**src/rtl/line_junction_classifier_core_assert.svh**
```systemverilog
// Assertion helpers for the junction classifier.
// All checks sample on clk and are masked while rst_n is low.
`ifndef LINE_JUNCTION_CLASSIFIER_CORE_ASSERT_SVH
`define LINE_JUNCTION_CLASSIFIER_CORE_ASSERT_SVH

// Same-cycle implication.
`define LJC_ASSERT_IMP(lbl, ante, cons, msg) \
  lbl: assert property (@(posedge clk) disable iff (!rst_n) (ante) |-> (cons)) \
    else $error(msg);

// Next-cycle implication.
`define LJC_ASSERT_NXT(lbl, ante, cons, msg) \
  lbl: assert property (@(posedge clk) disable iff (!rst_n) (ante) |=> (cons)) \
    else $error(msg);

`endif

```
**src/rtl/ljc_pkg.sv**
```systemverilog
// ----------------------------------------------------------------------------
// ljc_pkg
// Types and constants shared by the line junction classifier.
// ----------------------------------------------------------------------------
`timescale 1ns / 1ps
`default_nettype none

package ljc_pkg;

  // Crossing kinds
  localparam logic [2:0] KIND_NONE     = 3'd0;
  localparam logic [2:0] KIND_DEAD_END = 3'd1;
  localparam logic [2:0] KIND_FOUR_WAY = 3'd2;
  localparam logic [2:0] KIND_T_LR     = 3'd3;
  localparam logic [2:0] KIND_LEFT_STR = 3'd4;
  localparam logic [2:0] KIND_RIGHT_STR = 3'd5;

  // Commands
  localparam logic [2:0] CMD_IDLE      = 3'd0;
  localparam logic [2:0] CMD_RIGHT_90  = 3'd1;
  localparam logic [2:0] CMD_LEFT_90   = 3'd2;
  localparam logic [2:0] CMD_FWD_40    = 3'd3;
  localparam logic [2:0] CMD_RIGHT_180 = 3'd4;
  localparam logic [2:0] CMD_AHEAD     = 3'd5;

  localparam logic [7:0] AMOUNT_180 = 8'd180;
  localparam logic [7:0] AMOUNT_90  = 8'd90;
  localparam logic [7:0] AMOUNT_40  = 8'd40;

  // Sensor patterns, bit 7 outer right .. bit 0 outer left
  localparam logic [7:0] DEAD_MASK  = 8'b0011_1100;
  localparam logic [7:0] BOTH_MASK  = 8'b1110_0111;
  localparam logic [7:0] RIGHT_MASK = 8'b1110_0000;
  localparam logic [7:0] LEFT_MASK  = 8'b0000_0111;
  localparam logic [7:0] EDGE_MASK  = 8'b0010_0100;
  localparam logic [7:0] MID_MASK   = 8'b0001_1000;

  // Register map (word index)
  localparam logic [1:0] REG_CONFIRM = 2'd0;
  localparam logic [1:0] REG_IDLE    = 2'd1;
  localparam logic [1:0] REG_SPEED   = 2'd2;

  localparam logic [3:0] CONFIRM_RST = 4'd5;
  localparam logic [7:0] IDLE_RST    = 8'd10;
  localparam logic [7:0] SPEED_RST   = 8'd100;

  typedef struct packed {
    logic [7:0] line_sensors;
    logic       timed_out;
    logic       motion_busy;
  } ljc_in_t;

  typedef struct packed {
    logic [2:0] junction_kind;
    logic [2:0] command_code;
    logic [7:0] move_amount;
    logic       turn_right;
    logic       rotate_flag;
    logic       move_flag;
    logic [7:0] wheel_speed;
  } ljc_out_t;

endpackage

`default_nettype wire

```
**src/rtl/line_junction_classifier_core.sv**
```systemverilog
// Line junction classifier.
// Input channel in_valid/in_stall/in_data carries one sensor word per
// evaluation tick (sensor bits, timeout flag, motion-busy flag). Each input
// word yields exactly one result word on out_valid/out_stall/out_data: the
// crossing kind found so far and the current turn command.
// Timing: an accepted word is held in the input register; the detector state
// and result register update from it when the result register is free or
// being taken, and out_valid rises with that update. One word per cycle is
// sustained while the receiver does not stall; the bound is the combinational
// detector update feeding the result register.
// When the receiver stalls, the result register holds its word and the
// input register can still take one more word; in_stall rises only when
// both are full.
// Reset (rst_n low, synchronous) empties both registers, clears detector
// and command state and loads confirm_count=5, idle_limit=10,
// drive_speed=100. The APB port writes at 0x0, 0x4, 0x8; write only while
// the block holds no word in flight.
// ----------------------------------------------------------------------------
// line_junction_classifier_core
// Classifies line crossings from sensor samples and issues turn commands.
// ----------------------------------------------------------------------------
`timescale 1ns / 1ps
`default_nettype none

module line_junction_classifier_core
  import ljc_pkg::*;
(
  input  wire logic        clk,
  input  wire logic        rst_n,
  input  wire logic        in_valid,
  output logic             in_stall,
  input  wire ljc_in_t     in_data,
  output logic             out_valid,
  input  wire logic        out_stall,
  output ljc_out_t         out_data,
  input  wire logic        psel,
  input  wire logic        penable,
  input  wire logic        pwrite,
  input  wire logic [3:0]  paddr,
  input  wire logic [31:0] pwdata,
  output logic [31:0]      prdata,
  output logic             pready
);

  // configuration
  logic [3:0] confirm_r;
  logic [7:0] idle_lim_r;
  logic [7:0] speed_cfg_r;

  // input register and result register
  ljc_in_t  pipe_r;
  logic     pipe_v_r;
  ljc_out_t out_r;
  logic     out_v_r;

  // detector state
  logic [2:0] found_r, found_nxt;
  logic [3:0] hits_r, hits_nxt;
  logic [7:0] miss_r, miss_nxt;
  logic       both_r, both_nxt;
  logic       centre_r, centre_nxt;
  logic [2:0] code_r, code_nxt;
  logic [7:0] amount_r, amount_nxt;
  logic       right_r, right_nxt;
  logic       rotate_r, rotate_nxt;
  logic       move_r, move_nxt;
  logic [7:0] speed_r, speed_nxt;

  logic       fire;
  logic       in_take;
  logic       cfg_wr;
  logic [7:0] s;
  logic       dead;
  logic       clr;
  logic [7:0] miss_inc;

  assign pready  = 1'b1;
  assign cfg_wr  = psel && penable && pwrite;
  assign fire    = pipe_v_r && (!out_v_r || !out_stall);
  assign in_stall = pipe_v_r && out_v_r && out_stall;
  assign in_take = in_valid && !in_stall;
  assign out_valid = out_v_r;
  assign out_data  = out_r;

  always_comb begin
    unique case (paddr[3:2])
      REG_CONFIRM: prdata = {28'd0, confirm_r};
      REG_IDLE:    prdata = {24'd0, idle_lim_r};
      REG_SPEED:   prdata = {24'd0, speed_cfg_r};
      default:     prdata = 32'd0;
    endcase
  end

  always_ff @(posedge clk) begin
    if (!rst_n) begin
      confirm_r   <= CONFIRM_RST;
      idle_lim_r  <= IDLE_RST;
      speed_cfg_r <= SPEED_RST;
    end else if (cfg_wr) begin
      unique case (paddr[3:2])
        REG_CONFIRM: confirm_r   <= pwdata[3:0];
        REG_IDLE:    idle_lim_r  <= pwdata[7:0];
        REG_SPEED:   speed_cfg_r <= pwdata[7:0];
        default:     ;
      endcase
    end
  end

  // detector update for the word in the input register
  always_comb begin
    s          = pipe_r.line_sensors;
    dead       = (s & DEAD_MASK) == DEAD_MASK;
    miss_inc   = miss_r + 8'd1;
    clr        = 1'b0;
    found_nxt  = found_r;
    hits_nxt   = hits_r;
    miss_nxt   = miss_r;
    both_nxt   = both_r;
    centre_nxt = centre_r;
    code_nxt   = code_r;
    amount_nxt = amount_r;
    right_nxt  = right_r;
    rotate_nxt = rotate_r;
    move_nxt   = move_r;
    speed_nxt  = speed_r;

    if (pipe_r.timed_out && !dead && !both_r) begin
      clr = 1'b1;
    end else if (found_r != KIND_NONE) begin
      if (!pipe_r.motion_busy) begin
        code_nxt   = CMD_IDLE;
        rotate_nxt = 1'b0;
        move_nxt   = 1'b0;
      end
    end else begin
      if (both_r) begin
        // follow the crossing: centre first, then the far edge
        if (!centre_r) begin
          if ((s & DEAD_MASK) == 8'd0) centre_nxt = 1'b1;
        end else if (dead) begin
          found_nxt = KIND_T_LR;
        end else if ((s & EDGE_MASK) == EDGE_MASK && (s & MID_MASK) == 8'd0) begin
          found_nxt = KIND_FOUR_WAY;
        end
        hits_nxt = 4'd0;
      end else if (dead) begin
        found_nxt = KIND_DEAD_END;
      end else if ((s & BOTH_MASK) == BOTH_MASK) begin
        code_nxt  = CMD_AHEAD;
        right_nxt = 1'b0;
        speed_nxt = speed_cfg_r;
        both_nxt  = 1'b1;
      end else if ((s & RIGHT_MASK) == RIGHT_MASK) begin
        if (hits_r < confirm_r) hits_nxt = hits_r + 4'd1;
        else found_nxt = KIND_RIGHT_STR;
      end else if ((s & LEFT_MASK) == LEFT_MASK) begin
        if (hits_r < confirm_r) hits_nxt = hits_r + 4'd1;
        else found_nxt = KIND_LEFT_STR;
      end else begin
        miss_nxt = miss_inc;
        if (miss_inc > idle_lim_r) clr = 1'b1;
      end

      // turn table
      if (found_nxt == KIND_DEAD_END) begin
        amount_nxt = AMOUNT_180;
        right_nxt  = 1'b1;
        rotate_nxt = 1'b1;
        code_nxt   = CMD_RIGHT_180;
      end else if (found_nxt == KIND_LEFT_STR) begin
        amount_nxt = AMOUNT_40;
        right_nxt  = 1'b0;
        move_nxt   = 1'b1;
        code_nxt   = CMD_FWD_40;
      end else if (found_nxt != KIND_NONE) begin
        amount_nxt = AMOUNT_90;
        right_nxt  = 1'b1;
        rotate_nxt = 1'b1;
        code_nxt   = CMD_RIGHT_90;
      end
    end

    if (clr) begin
      miss_nxt   = 8'd0;
      hits_nxt   = 4'd0;
      found_nxt  = KIND_NONE;
      both_nxt   = 1'b0;
      centre_nxt = 1'b0;
      code_nxt   = CMD_IDLE;
    end
  end

  always_ff @(posedge clk) begin
    if (!rst_n) begin
      pipe_v_r <= 1'b0;
      out_v_r  <= 1'b0;
      found_r  <= KIND_NONE;
      hits_r   <= 4'd0;
      miss_r   <= 8'd0;
      both_r   <= 1'b0;
      centre_r <= 1'b0;
      code_r   <= CMD_IDLE;
      amount_r <= 8'd0;
      right_r  <= 1'b0;
      rotate_r <= 1'b0;
      move_r   <= 1'b0;
      speed_r  <= 8'd0;
    end else begin
      if (in_take) pipe_v_r <= 1'b1;
      else if (fire) pipe_v_r <= 1'b0;

      if (fire) out_v_r <= 1'b1;
      else if (!out_stall) out_v_r <= 1'b0;

      if (fire) begin
        found_r  <= found_nxt;
        hits_r   <= hits_nxt;
        miss_r   <= miss_nxt;
        both_r   <= both_nxt;
        centre_r <= centre_nxt;
        code_r   <= code_nxt;
        amount_r <= amount_nxt;
        right_r  <= right_nxt;
        rotate_r <= rotate_nxt;
        move_r   <= move_nxt;
        speed_r  <= speed_nxt;
      end
    end
  end

  // payload registers
  always_ff @(posedge clk) begin
    if (in_take) pipe_r <= in_data;
    if (fire) begin
      out_r.junction_kind <= found_nxt;
      out_r.command_code  <= code_nxt;
      out_r.move_amount   <= amount_nxt;
      out_r.turn_right    <= right_nxt;
      out_r.rotate_flag   <= rotate_nxt;
      out_r.move_flag     <= move_nxt;
      out_r.wheel_speed   <= speed_nxt;
    end
  end

  `include "line_junction_classifier_core_assert.svh"

  `LJC_ASSERT_IMP(a_centre_needs_both, centre_r, both_r, "centre passed without both sides")
  `LJC_ASSERT_IMP(a_found_not_ahead, found_r != KIND_NONE, code_r != CMD_AHEAD, "ahead after find")
  `LJC_ASSERT_NXT(a_fire_gives_result, fire, out_v_r, "result word lost")

endmodule

`default_nettype wire

```
**config.mk**
```make
export PLATFORM = sky130hd
export DESIGN_NAME = line_junction_classifier_core
export DESIGN_NICKNAME = d
export VERILOG_FILES = /design/src/rtl/ljc_pkg.sv /design/src/rtl/line_junction_classifier_core.sv
export VERILOG_INCLUDE_DIRS = /design/src /design/src/rtl
export SDC_FILE = /design/constraint.sdc
export NUM_CORES = 1
export LEC_CHECK = 0
export ABC_AREA = 1
export BUFFER_PORTS_ARGS = -buffer_cell sky130_fd_sc_hd__buf_2
export CAP_MARGIN = 20
export CORE_ASPECT_RATIO = 0.8
export CORE_MARGIN = 5
export CORE_UTILIZATION = 30
export DETAILED_ROUTE_END_ITERATION = 10
export PLACE_DENSITY_LB_ADDON = 0.1
export SYNTH_ARGS = -nofsm -noshare
export SYNTH_HDL_FRONTEND = slang
export SYNTH_SLANG_ARGS = --single-unit
```
**constraint.sdc**
```tcl
create_clock -name clk -period 2.7 [get_ports clk]
set_input_delay 0.27 -clock clk [delete_from_list [all_inputs] [get_ports clk]]
set_output_delay 0.27 -clock clk [all_outputs]
set_load 0.005 [all_outputs]
```
==> run_summary.xml <==
<?xml version="1.0" encoding="UTF-8"?>
<metrics>
  <group name="flow_run">
    <metric name="max_cap_check_violation_count" unit="">0</metric>
  </group>
  <group name="routing">
    <metric name="detail_route.iter0.violations" unit="">224</metric>
    <metric name="postRouteAntennaNets" unit="">0</metric>
    <metric name="total_routed_wirelength" unit="µm">10960</metric>
    <metric name="post_drt_wl_per_cell" unit="µm">12.82</metric>
    <metric name="vias" unit="">3700</metric>
    <metric name="detail_route.drc_violations" unit="">0</metric>
    <metric name="detailedRoute.firstPassIterationCount" unit="">4</metric>
    <metric name="routed_via_density" unit="">4.327</metric>
  </group>
  <group name="finish">
    <metric name="finalCoreUtilization" unit="">0.3739</metric>
    <metric name="mostFrequentLayoutCells" unit="">nand2_1 (84), inv_1 (82), buf_2 (61)</metric>
    <metric name="layout.cells.most_common" unit="">nand2_1</metric>
    <metric name="drive_above_1_share" unit="">0.2496</metric>
    <metric name="multi_input_comb_area" unit="µm²">2046</metric>
    <metric name="area.sequential" unit="µm²">2276</metric>
    <metric name="antenna_cells_inserted" unit="">0</metric>
    <metric name="fill_cells" unit="">1573</metric>
    <metric name="num-nets-final" unit="">706</metric>
    <metric name="layout-area-overhead-vs-synth" unit="%">21.21</metric>
  </group>
  <group name="clock_network">
    <metric name="numClockSinks" unit="">96</metric>
    <metric name="clk_pin_slew_worst_setup_hold_paths" unit="ns">0.07</metric>
    <metric name="cts_inserted_buffers" unit="">9</metric>
    <metric name="cts_max_path_buffers" unit="">2</metric>
    <metric name="h_tree_depth" unit="">3</metric>
    <metric name="worstSkewPairLatency" unit="ns">0.36</metric>
    <metric name="cts_tree" unit="">yes</metric>
    <metric name="cts-root-buf" unit="">clkbuf_16</metric>
  </group>
  <group name="synthesis">
    <metric name="syn_area" unit="µm²">4678</metric>
    <metric name="netlist_instances" unit="">568</metric>
    <metric name="syn-mean-instance-area" unit="µm²">8.236</metric>
    <metric name="synth_async_sr_flop_share" unit="">0</metric>
    <metric name="synth_warnings" unit="">0</metric>
    <metric name="yosysSeqAreaShare" unit="">0.4857</metric>
    <metric name="synth_cell_type_count" unit="">37</metric>
    <metric name="count_of_flip_flops_with_a_built_in_enable_after_synthesis" unit="">35</metric>
    <metric name="postSynth.topFlopCell" unit="">dfxtp_1</metric>
    <metric name="synth.ff_latch_count" unit="">96</metric>
  </group>
  <group name="worst_setup_path">
    <metric name="cp_data_arrival_time" unit="ns">2.88</metric>
    <metric name="crit_end" unit="">miss_r[2]$_SDFFE_PN0P_</metric>
    <metric name="end_kind" unit="">flip-flop</metric>
    <metric name="worstSetupStartpointType" unit="">flip-flop</metric>
    <metric name="regToRegEndpoint" unit="">miss_r[2]$_SDFFE_PN0P_</metric>
    <metric name="cp.required" unit="ns">2.98</metric>
    <metric name="worst-r2r-cell-count" unit="">16</metric>
    <metric name="cp_max_fo" unit="">8</metric>
    <metric name="r2r-start" unit="">miss_r[0]$_SDFFE_PN0P_</metric>
    <metric name="cp-startpoint" unit="">miss_r[0]$_SDFFE_PN0P_</metric>
    <metric name="criticalPathCategory" unit="">flip-flop to flip-flop</metric>
    <metric name="setup.reg_to_reg.worst_slack" unit="ns">0.11</metric>
  </group>
  <group name="floorplanning">
    <metric name="die_area" unit="µm²">18210</metric>
    <metric name="pin_count" unit="">113</metric>
    <metric name="number_of_standard_cell_rows_in_the_floorplan" unit="">40</metric>
    <metric name="die_y" unit="µm">121.7</metric>
    <metric name="initial_util" unit="">0.3085</metric>
    <metric name="dieWidth" unit="µm">149.6</metric>
    <metric name="core_region_area" unit="µm²">15160</metric>
  </group>
  <group name="global_routing">
    <metric name="globalRouteTotalUtil" unit="">0.1212</metric>
    <metric name="globalRouteOverflowTotal" unit="">0</metric>
    <metric name="grt_first_pass_wirelength" unit="µm">17440</metric>
    <metric name="grt_pass1_vias" unit="">3474</metric>
    <metric name="antenna_found_initial" unit="">0</metric>
    <metric name="maximum_number_of_pins_on_one_net_before_global_route_repair" unit="">58</metric>
  </group>
  <group name="placement">
    <metric name="finalWeightedCongestion" unit="">0.8111</metric>
    <metric name="detailed_place_hpwl" unit="µm">8102</metric>
    <metric name="buffer_ports.inserted" unit="">61</metric>
  </group>
  <group name="sta">
    <metric name="rel_slew_slack" unit="">0.5752</metric>
    <metric name="max_freq" unit="GHz">0.3859</metric>
    <metric name="max_slew.worst_pin.slew" unit="ns">0.6371</metric>
    <metric name="timing.final.hold_violations" unit="">0</metric>
    <metric name="final.setup_skew" unit="ns">0.007327</metric>
    <metric name="drv_slew" unit="">0</metric>
    <metric name="layout_min_cycle_time" unit="ns">2.591</metric>
    <metric name="setup_viol" unit="">0</metric>
    <metric name="period_share" unit="">0.9597</metric>
    <metric name="grt_setup_unrepaired" unit="">true</metric>
    <metric name="timing.setup.tns" unit="ns">0</metric>
  </group>
  <group name="power_and_ir_drop">
    <metric name="power.leakage" unit="nW">2.598</metric>
    <metric name="powerDensity" unit="nW/µm²">607.9</metric>
    <metric name="vdd_drop_max" unit="mV">0.3154</metric>
    <metric name="post-layout-total-power" unit="W">0.003447</metric>
  </group>
  <group name="min_path">
    <metric name="hold_class" unit="">input pin to flip-flop</metric>
  </group>
  <group name="run_status">
    <metric name="outcome" unit="">completed</metric>
  </group>
</metrics>
-- cells by family after synthesis --
family,share of synthesized area
adder cells (fa/ha/maj),0.03477
AND/OR/NAND/NOR,0.1899
XOR/XNOR,0.01123
buffers and inverters,0.1244
flip-flops,0.4857
AO/OA/AOI/OAI,0.1525
other,0.001605
-- critical path, cell delays in order (launching register included) --
cell      delay (ns)
dfxtp_2         0.36
nand3_2         0.09
nand3b_1        0.20
nand3b_1        0.23
xnor2_2         0.26
ha_4            0.25
nand2_2         0.06
nor2_1          0.04
a211oi_2        0.19
o21ai_1         0.10
nand2_2         0.11
nand2_2         0.09
inv_2           0.09
o21ai_2         0.07
nand2_4         0.15
nand2_2         0.08
a21oi_2         0.14
-- area by class of cell --
type,count,share of cell area
sequential,96,0.4014
tap,210,0.04634
clock buffer,9,0.03972
multi-input combinational,367,0.3608
inverter,90,0.05958
timing repair buffer,76,0.07436
clock inverter,7,0.01787
-- cells in the mapped netlist, drive strengths merged (4+ instances only) --
cell | count | area (µm²)
nand4 | 5 | 43.79
nand3 | 25 | 135.1
o211ai | 8 | 60.06
clkbuf | 12 | 45.04
nand2 | 106 | 427.9
ha | 13 | 162.7
dfxtp | 61 | 1221
a21oi | 50 | 272.8
inv | 90 | 337.8
o21ai | 57 | 292.8
xor2 | 5 | 43.79
buf | 26 | 198.9
o22ai | 4 | 25.02
nor2 | 52 | 230.2
edfxtp | 35 | 1051
-- registers in the layout (all words and copies together), names as in the netlist --
register     cells
rotate_r         1
out_valid        1
amount_r         8
centre_r         1
s                8
speed_r          8
code_r           3
out_data        25
pipe_r           2
speed_cfg_r      8
right_r          1
miss_r           8
idle_lim_r       8
confirm_r        4
pipe_v_r         1
both_r           1
hits_r           4
move_r           1
found_r          3
-- report_power, final --
| group | total (W) | switching (W) | leakage, nW | internal [W] |
|---|---|---|---|---|
| registers | 0.00161 | 0.0000310 | 0.838 | 0.00158 |
| logic | 0.000409 | 0.000267 | 1.60 | 0.000142 |
| clock network | 0.00143 | 0.000602 | 0.158 | 0.000824 |
-- worst min path at each step --
stage	start	end	cells past startpoint
after floorplan	in_data[0]	pipe_r[0]$_DFFE_PP_	0
after global placement	centre_r$_SDFFE_PN0P_	centre_r$_SDFFE_PN0P_	2
after detailed placement	in_data[6]	s[4]$_DFFE_PP_	1
after CTS	in_data[6]	s[4]$_DFFE_PP_	1
after global routing	in_data[6]	s[4]$_DFFE_PP_	1
final	in_data[6]	s[4]$_DFFE_PP_	1
-- stage by stage --
step	cells	instance area (µm²)	worst slack (ns)	hold WS, ns
2_1_floorplan	591	4765	0.3609	0.3689
3_3_place_gp	834	5169	-0.02471	0.4456
3_5_place_dp	834	5169	-0.04674	0.4492
4_1_cts	851	5517	0.01641	0.06774
5_1_grt	855	5670	-0.06349	0.06449
6_report	855	5670	0.1089	0.08600
-- what timing repair did --
action | 4_1_cts | 5_1_grt
hold buffers | 0 | 0
setup buffers | 1 | 4
gates cloned | 0 | 0
pin swaps | 1 | 12
gates resized for setup | 5 | 33
endpoints found under the setup margin | 12 | 26
-- per-layer routing --
| metal | routed length [µm] | GRT usage | vias up |
|---|---|---|---|
| met5 | 0 | 0 | - |
| met4 | 149 | 0.03545 | 0 |
| met3 | 534 | 0.04425 | 12 |
| met2 | 4773 | 0.1780 | 69 |
| met1 | 5506 | 0.1672 | 1662 |
| li1 | - | - | 1957 |
No activity file was read; power rests on OpenSTA's default activity.
